--- src/hdl/igt_pkg.sv ---
package igt_pkg;

    localparam int SAMPLE_W   = 16;
    localparam int CHANNELS   = 3;
    localparam int PIX_W      = SAMPLE_W * CHANNELS;
    localparam int COORD_W    = 10;
    localparam int GRAD_W     = 27;
    localparam int GRAD_MAX   = 2 ** (GRAD_W - 1) - 1;
    localparam int CFG_W      = 11;
    localparam int CFG_RESET  = 1024;

    localparam int S_TDATA_W  = ((PIX_W + 7) / 8) * 8;
    localparam int M_FIELDS_W = 2 * COORD_W + PIX_W + 2 * CHANNELS * GRAD_W;
    localparam int M_TDATA_W  = ((M_FIELDS_W + 7) / 8) * 8;
    localparam int VAL_LSB    = 2 * COORD_W;
    localparam int GX_LSB     = VAL_LSB + PIX_W;
    localparam int GY_LSB     = GX_LSB + CHANNELS * GRAD_W;

    localparam logic ACT_PIXEL = 1'b0;
    localparam logic ACT_DRAIN = 1'b1;

    typedef logic [0:0] t_reg_idx;
    localparam t_reg_idx REG_FRAME_WIDTH  = t_reg_idx'(0);
    localparam t_reg_idx REG_FRAME_HEIGHT = t_reg_idx'(1);

    typedef logic [SAMPLE_W-1:0] t_sample;

    typedef struct packed {
        logic diff_en;
        logic out_en;
    } t_grad_ctrl;

endpackage

--- src/hdl/igt_grad.sv ---
module igt_grad #(
    parameter int SCALE_W = 11
) (
    input  logic                        i_clk,
    input  igt_pkg::t_grad_ctrl         i_ctrl,
    input  igt_pkg::t_sample            i_hi,
    input  igt_pkg::t_sample            i_lo,
    input  logic [SCALE_W-1:0]          i_scale,
    output logic [igt_pkg::GRAD_W-1:0]  o_grad
);
    import igt_pkg::*;

    localparam int DIFF_W = SAMPLE_W + 1;
    localparam int PROD_W = DIFF_W + SCALE_W + 1;
    localparam int EXT_W  = (PROD_W > GRAD_W + 1) ? PROD_W : GRAD_W + 1;
    localparam logic signed [EXT_W-1:0] SAT_HI = EXT_W'(GRAD_MAX);
    localparam logic signed [EXT_W-1:0] SAT_LO = -SAT_HI;

    logic signed [DIFF_W-1:0] r_diff;
    logic signed [DIFF_W-1:0] n_diff;
    logic signed [PROD_W-1:0] w_prod;
    logic signed [EXT_W-1:0]  w_ext;
    logic [GRAD_W-1:0]        r_grad;
    logic [GRAD_W-1:0]        n_grad;

    assign n_diff = $signed({1'b0, i_hi}) - $signed({1'b0, i_lo});
    assign w_prod = r_diff * $signed({1'b0, i_scale});
    assign w_ext  = EXT_W'(w_prod);

    always_comb begin
        if (w_ext > SAT_HI) begin
            n_grad = GRAD_W'(SAT_HI);
        end else if (w_ext < SAT_LO) begin
            n_grad = GRAD_W'(SAT_LO);
        end else begin
            n_grad = GRAD_W'(w_ext);
        end
    end

    always_ff @(posedge i_clk) begin
        if (i_ctrl.diff_en) begin
            r_diff <= n_diff;
        end
        if (i_ctrl.out_en) begin
            r_grad <= n_grad;
        end
    end

    assign o_grad = r_grad;

endmodule

--- config.mk ---
export PLATFORM = sky130hd
export DESIGN_NAME = igt_grad
export DESIGN_NICKNAME = d
export VERILOG_FILES = /design/src/hdl/igt_pkg.sv /design/src/hdl/igt_grad.sv
export SDC_FILE = /design/constraint.sdc
export NUM_CORES = 1
export LEC_CHECK = 0
export BUFFER_PORTS_ARGS = -buffer_cell sky130_fd_sc_hd__buf_2
export CAP_MARGIN = 25
export CORE_UTILIZATION = 24
export DETAILED_ROUTE_END_ITERATION = 10
export GPL_ROUTABILITY_DRIVEN = 0
export REMOVE_ABC_BUFFERS = 1
export SLEW_MARGIN = 20
export SYNTH_ARGS = -nofsm -noshare
export SYNTH_HDL_FRONTEND = slang
export SYNTH_SLANG_ARGS = --single-unit
--- constraint.sdc ---
create_clock -name i_clk -period 7.4 [get_ports i_clk]
set_input_delay 1.48 -clock i_clk [delete_from_list [all_inputs] [get_ports i_clk]]
set_output_delay 1.48 -clock i_clk [all_outputs]
set_load 0.02 [all_outputs]
==> flow_results.xml <==
<?xml version="1.0" encoding="UTF-8"?>
<metrics>
  <group name="timing">
    <metric name="finalSetupTns" unit="ns">0</metric>
    <metric name="max_slew.worst_pin.slew" unit="ns">0.818</metric>
    <metric name="report.final.hold_viol_count" unit="">0</metric>
    <metric name="setup_viol" unit="">0</metric>
    <metric name="maxSlewHeadroom" unit="%">44.0</metric>
    <metric name="finalClockSkew" unit="ns">0.0156</metric>
    <metric name="slew_viol_final" unit="">0</metric>
    <metric name="fmaxAchievable" unit="MHz">140</metric>
    <metric name="layout_min_cycle_time" unit="ns">7.17</metric>
    <metric name="min_period_over_period" unit="%">96.8</metric>
    <metric name="worst_slack" unit="ns">0.234</metric>
  </group>
  <group name="synth">
    <metric name="synth-simple-area-share" unit="%">14.9</metric>
    <metric name="synthesis.area" unit="sq um">9650</metric>
    <metric name="post_synth_inst_count" unit="">1079</metric>
    <metric name="synth_largest_area_cell" unit="">sky130_fd_sc_hd__fa_1</metric>
    <metric name="synth_top_family_by_area" unit="">adder cells</metric>
    <metric name="synth_top_flop_cell" unit="">sky130_fd_sc_hd__edfxtp_1</metric>
    <metric name="synthArstFlopShare" unit="%">0</metric>
    <metric name="yosys.area_share.xor_xnor" unit="%">2.81</metric>
    <metric name="synth_fa_ha_area_share" unit="%">45.8</metric>
    <metric name="ys_warn_count" unit="">0</metric>
    <metric name="synth-compound-area-share" unit="%">10.6</metric>
    <metric name="synth.yosys.seq_area_share" unit="%">13.7</metric>
    <metric name="synth.avg_cell_area" unit="sq um">8.95</metric>
    <metric name="yosysTopAreaCellShare" unit="%">35.5</metric>
    <metric name="most_area_consuming_cells_after_synthesis" unit="">sky130_fd_sc_hd__fa_1 35%, sky130_fd_sc_hd__edfxtp_1 14%, sky130_fd_sc_hd__ha_1 10%</metric>
    <metric name="synth_mux_area_share" unit="%">0</metric>
    <metric name="synth_cell_types" unit="">61</metric>
    <metric name="flops_latches_synth" unit="">44</metric>
    <metric name="synth_edf_count" unit="">44</metric>
  </group>
  <group name="detailed_routing">
    <metric name="route.detailed.drc" unit="">0</metric>
    <metric name="viasPerCell" unit="">4.25</metric>
    <metric name="dr.first_iter.drc_count" unit="">373</metric>
    <metric name="wl_per_cell" unit="um">12.6</metric>
    <metric name="first_pass_detailed_route_iteration_total" unit="">6</metric>
    <metric name="routed_wirelength" unit="mm">21.5</metric>
    <metric name="vias" unit="">7221</metric>
    <metric name="postRouteAntennaNets" unit="">0</metric>
  </group>
  <group name="setup_path">
    <metric name="worst_ep_arrival_time" unit="ns">7.19</metric>
    <metric name="cp_max_fo" unit="">10</metric>
    <metric name="worstPathCellList" unit="">clkbuf_4 &gt; buf_12 &gt; and2_1 &gt; fa_1 &gt; fa_1 &gt; fa_1 &gt; fa_1 &gt; inv_1 &gt; fa_1 &gt; inv_1 &gt; ha_1 &gt; and3_1 &gt; a311oi_2 &gt; o221ai_2 &gt; or3_4 &gt; a2111oi_4 &gt; nand4_2 &gt; o31ai_4 &gt; buf_4 &gt; buf_12 &gt; a22oi_1</metric>
    <metric name="crit_end_category" unit="">register</metric>
    <metric name="worst_setup_path_start_kind" unit="">primary input</metric>
    <metric name="crit_type" unit="">in2reg</metric>
    <metric name="critPathMaxStageDelay" unit="ns">0.57</metric>
    <metric name="worstPathBufferInverterCount" unit="">6</metric>
    <metric name="crit_family" unit="">adder cells</metric>
    <metric name="critPathMostFrequentCell" unit="">sky130_fd_sc_hd__fa_1</metric>
    <metric name="worstPathRequired" unit="ns">7.42</metric>
    <metric name="crit_path_top_delay_cell" unit="">sky130_fd_sc_hd__fa_1</metric>
  </group>
  <group name="global_route">
    <metric name="top_usage_layer" unit="">met2</metric>
    <metric name="global_route_met3_usage" unit="%">1.25</metric>
    <metric name="met2_usage" unit="%">18.5</metric>
    <metric name="grt.met1_usage" unit="%">15.2</metric>
    <metric name="grtUsageTotal" unit="%">10.9</metric>
    <metric name="grt_pass1_vias" unit="">7527</metric>
    <metric name="grt-ovfl-total" unit="">0</metric>
    <metric name="grt_pass1_wl" unit="mm">36.7</metric>
    <metric name="grt_max_degree" unit="">28</metric>
    <metric name="grt_antenna_before_repair" unit="">1</metric>
  </group>
  <group name="placed_design">
    <metric name="place_ws" unit="ns">-0.199</metric>
    <metric name="number_of_port_buffers" unit="">72</metric>
    <metric name="dp_cells" unit="">1688</metric>
    <metric name="dpl.hpwl" unit="mm">19.0</metric>
  </group>
  <group name="clock_tree">
    <metric name="buffer_type_at_the_clock_tree_root" unit="">sky130_fd_sc_hd__clkbuf_16</metric>
    <metric name="clk_pin_slew_worst_paths" unit="ns">0.06</metric>
    <metric name="cts.htree.levels" unit="">2</metric>
    <metric name="numClockSinks" unit="">44</metric>
    <metric name="cts_made_buffers" unit="">5</metric>
    <metric name="cts.path.max_buffers" unit="">2</metric>
    <metric name="tritoncts" unit="">done</metric>
    <metric name="cts_hold_repair.buffers" unit="">0</metric>
    <metric name="insertion_delay" unit="ns">0.31</metric>
  </group>
  <group name="outcome">
    <metric name="run_status" unit="">complete, no violations</metric>
  </group>
  <group name="layout">
    <metric name="final_cell_count_no_fill" unit="">1701</metric>
    <metric name="antenna_cells_inserted" unit="">0</metric>
    <metric name="commonest_cells_after_routing_fill_and_taps_aside" unit="">265 x sky130_fd_sc_hd__inv_1, 171 x sky130_fd_sc_hd__fa_1, 157 x sky130_fd_sc_hd__nand2_1, 77 x sky130_fd_sc_hd__ha_1, 66 x sky130_fd_sc_hd__buf_2</metric>
    <metric name="finish.utilization" unit="%">28.4</metric>
    <metric name="layout-drive-gt1-share" unit="%">14.6</metric>
    <metric name="nNetsFinal" unit="">1472</metric>
    <metric name="nFillCells" unit="">4222</metric>
    <metric name="layout.cells.most_common" unit="">sky130_fd_sc_hd__inv_1</metric>
    <metric name="syn2layout_area_growth" unit="%">17.1</metric>
  </group>
  <group name="die">
    <metric name="initial_core_util" unit="%">24.3</metric>
    <metric name="die_w" unit="um">203</metric>
    <metric name="core_area" unit="sq um">39700</metric>
    <metric name="die-height" unit="um">203</metric>
    <metric name="die_area" unit="sq um">41000</metric>
    <metric name="fp-row-count" unit="">73</metric>
    <metric name="floorplan.io_pins" unit="">73</metric>
  </group>
  <group name="run">
    <metric name="max_cap_violations" unit="">0</metric>
  </group>
  <group name="worst_hold_path">
    <metric name="holdCritPathClass" unit="">reg2reg</metric>
  </group>
</metrics>
worst paths after layout:
check	from	to	slack, ns	depth (start not counted)
max reg2reg	r_diff[4]$_DFFE_PP_	o_grad[12]$_SDFFCE_PN1P_	0.95	21
min reg2reg	r_diff[0]$_DFFE_PP_	o_grad[0]$_SDFFCE_PP1P_	1.07	2
max	i_scale[5]	o_grad[12]$_SDFFCE_PN1P_	0.23	21
min	r_diff[0]$_DFFE_PP_	o_grad[0]$_SDFFCE_PP1P_	1.07	2
routing by layer:
metal	vias to the layer above	share of wire (%)
met2	126	46
met1	3542	50
li1	3538	-
met3	15	3.3
met4	0	0.73
met5	-	0
synth_stat cells (3+ instances only):
cell type                   number
sky130_fd_sc_hd__a2111oi_0       3
sky130_fd_sc_hd__a211oi_1        4
sky130_fd_sc_hd__a21boi_0        3
sky130_fd_sc_hd__a21o_1          6
sky130_fd_sc_hd__a21oi_1        41
sky130_fd_sc_hd__a21oi_2         5
sky130_fd_sc_hd__a22oi_1         3
sky130_fd_sc_hd__a2bb2oi_1       3
sky130_fd_sc_hd__a31oi_1         4
sky130_fd_sc_hd__and2_1         58
sky130_fd_sc_hd__and3_1          5
sky130_fd_sc_hd__clkbuf_1       43
sky130_fd_sc_hd__edfxtp_1       44
sky130_fd_sc_hd__fa_1          171
sky130_fd_sc_hd__ha_1           80
sky130_fd_sc_hd__inv_1         265
sky130_fd_sc_hd__nand2_1       157
sky130_fd_sc_hd__nand2b_1        4
sky130_fd_sc_hd__nand3_1        10
sky130_fd_sc_hd__nor2_1         21
sky130_fd_sc_hd__nor2b_1         3
sky130_fd_sc_hd__nor3_1         16
sky130_fd_sc_hd__nor3b_1         4
sky130_fd_sc_hd__nor4_1          4
sky130_fd_sc_hd__o211ai_1        6
sky130_fd_sc_hd__o21a_1          7
sky130_fd_sc_hd__o21ai_0        29
sky130_fd_sc_hd__o21bai_1        4
sky130_fd_sc_hd__or3_1           5
sky130_fd_sc_hd__xnor2_1        20
sky130_fd_sc_hd__xor2_1         11
metrics by stage:
step / hold slack (ns) / area (sq um)
after floorplan: 0.668 / 9480
after global placement: 1.10 / 11000
after detailed placement: 1.08 / 11000
after CTS: 1.09 / 11100
after global routing: 1.14 / 11300
final: 1.07 / 11300
worst min-delay path: stages, from the launching register on:
cell and delay [ns]:
sky130_fd_sc_hd__edfxtp_1 0.62, sky130_fd_sc_hd__nand2_1 0.19, sky130_fd_sc_hd__o21ai_0 0.13
cells by family after synthesis:
| kind of cell | after synthesis |
|---|---|
| compound gates | 144 |
| fa+ha+maj | 251 |
| flops | 44 |
| simple gates | 300 |
| buf+inv | 309 |
| xor+xnor | 31 |
area by class of cell:
type	count	area, sq um	area share [%]
Multi-Input combinational cell	726	7250	64.2
Sequential cell	44	1320	11.7
Inverter	265	995	8.80
Timing Repair Buffer	133	905	8.00
Tap cell	525	657	5.81
Clock buffer	5	125	1.11
Clock inverter	3	46.3	0.410
sequential cells by signal, indices dropped and copies added, names as in the netlist:
signal,cells
r_diff,17
o_grad,27
repair_timing:
item | in CTS | in global routing
hold endpoints to repair | 0 | 0
resized for setup | 0 | 26
buffers inserted | 0 | 3
setup endpoints to repair | 0 | 26
Power is left out: the tool's default activity adds up to more than one toggle a clock period on the data nets, which glitch-free logic cannot reach.
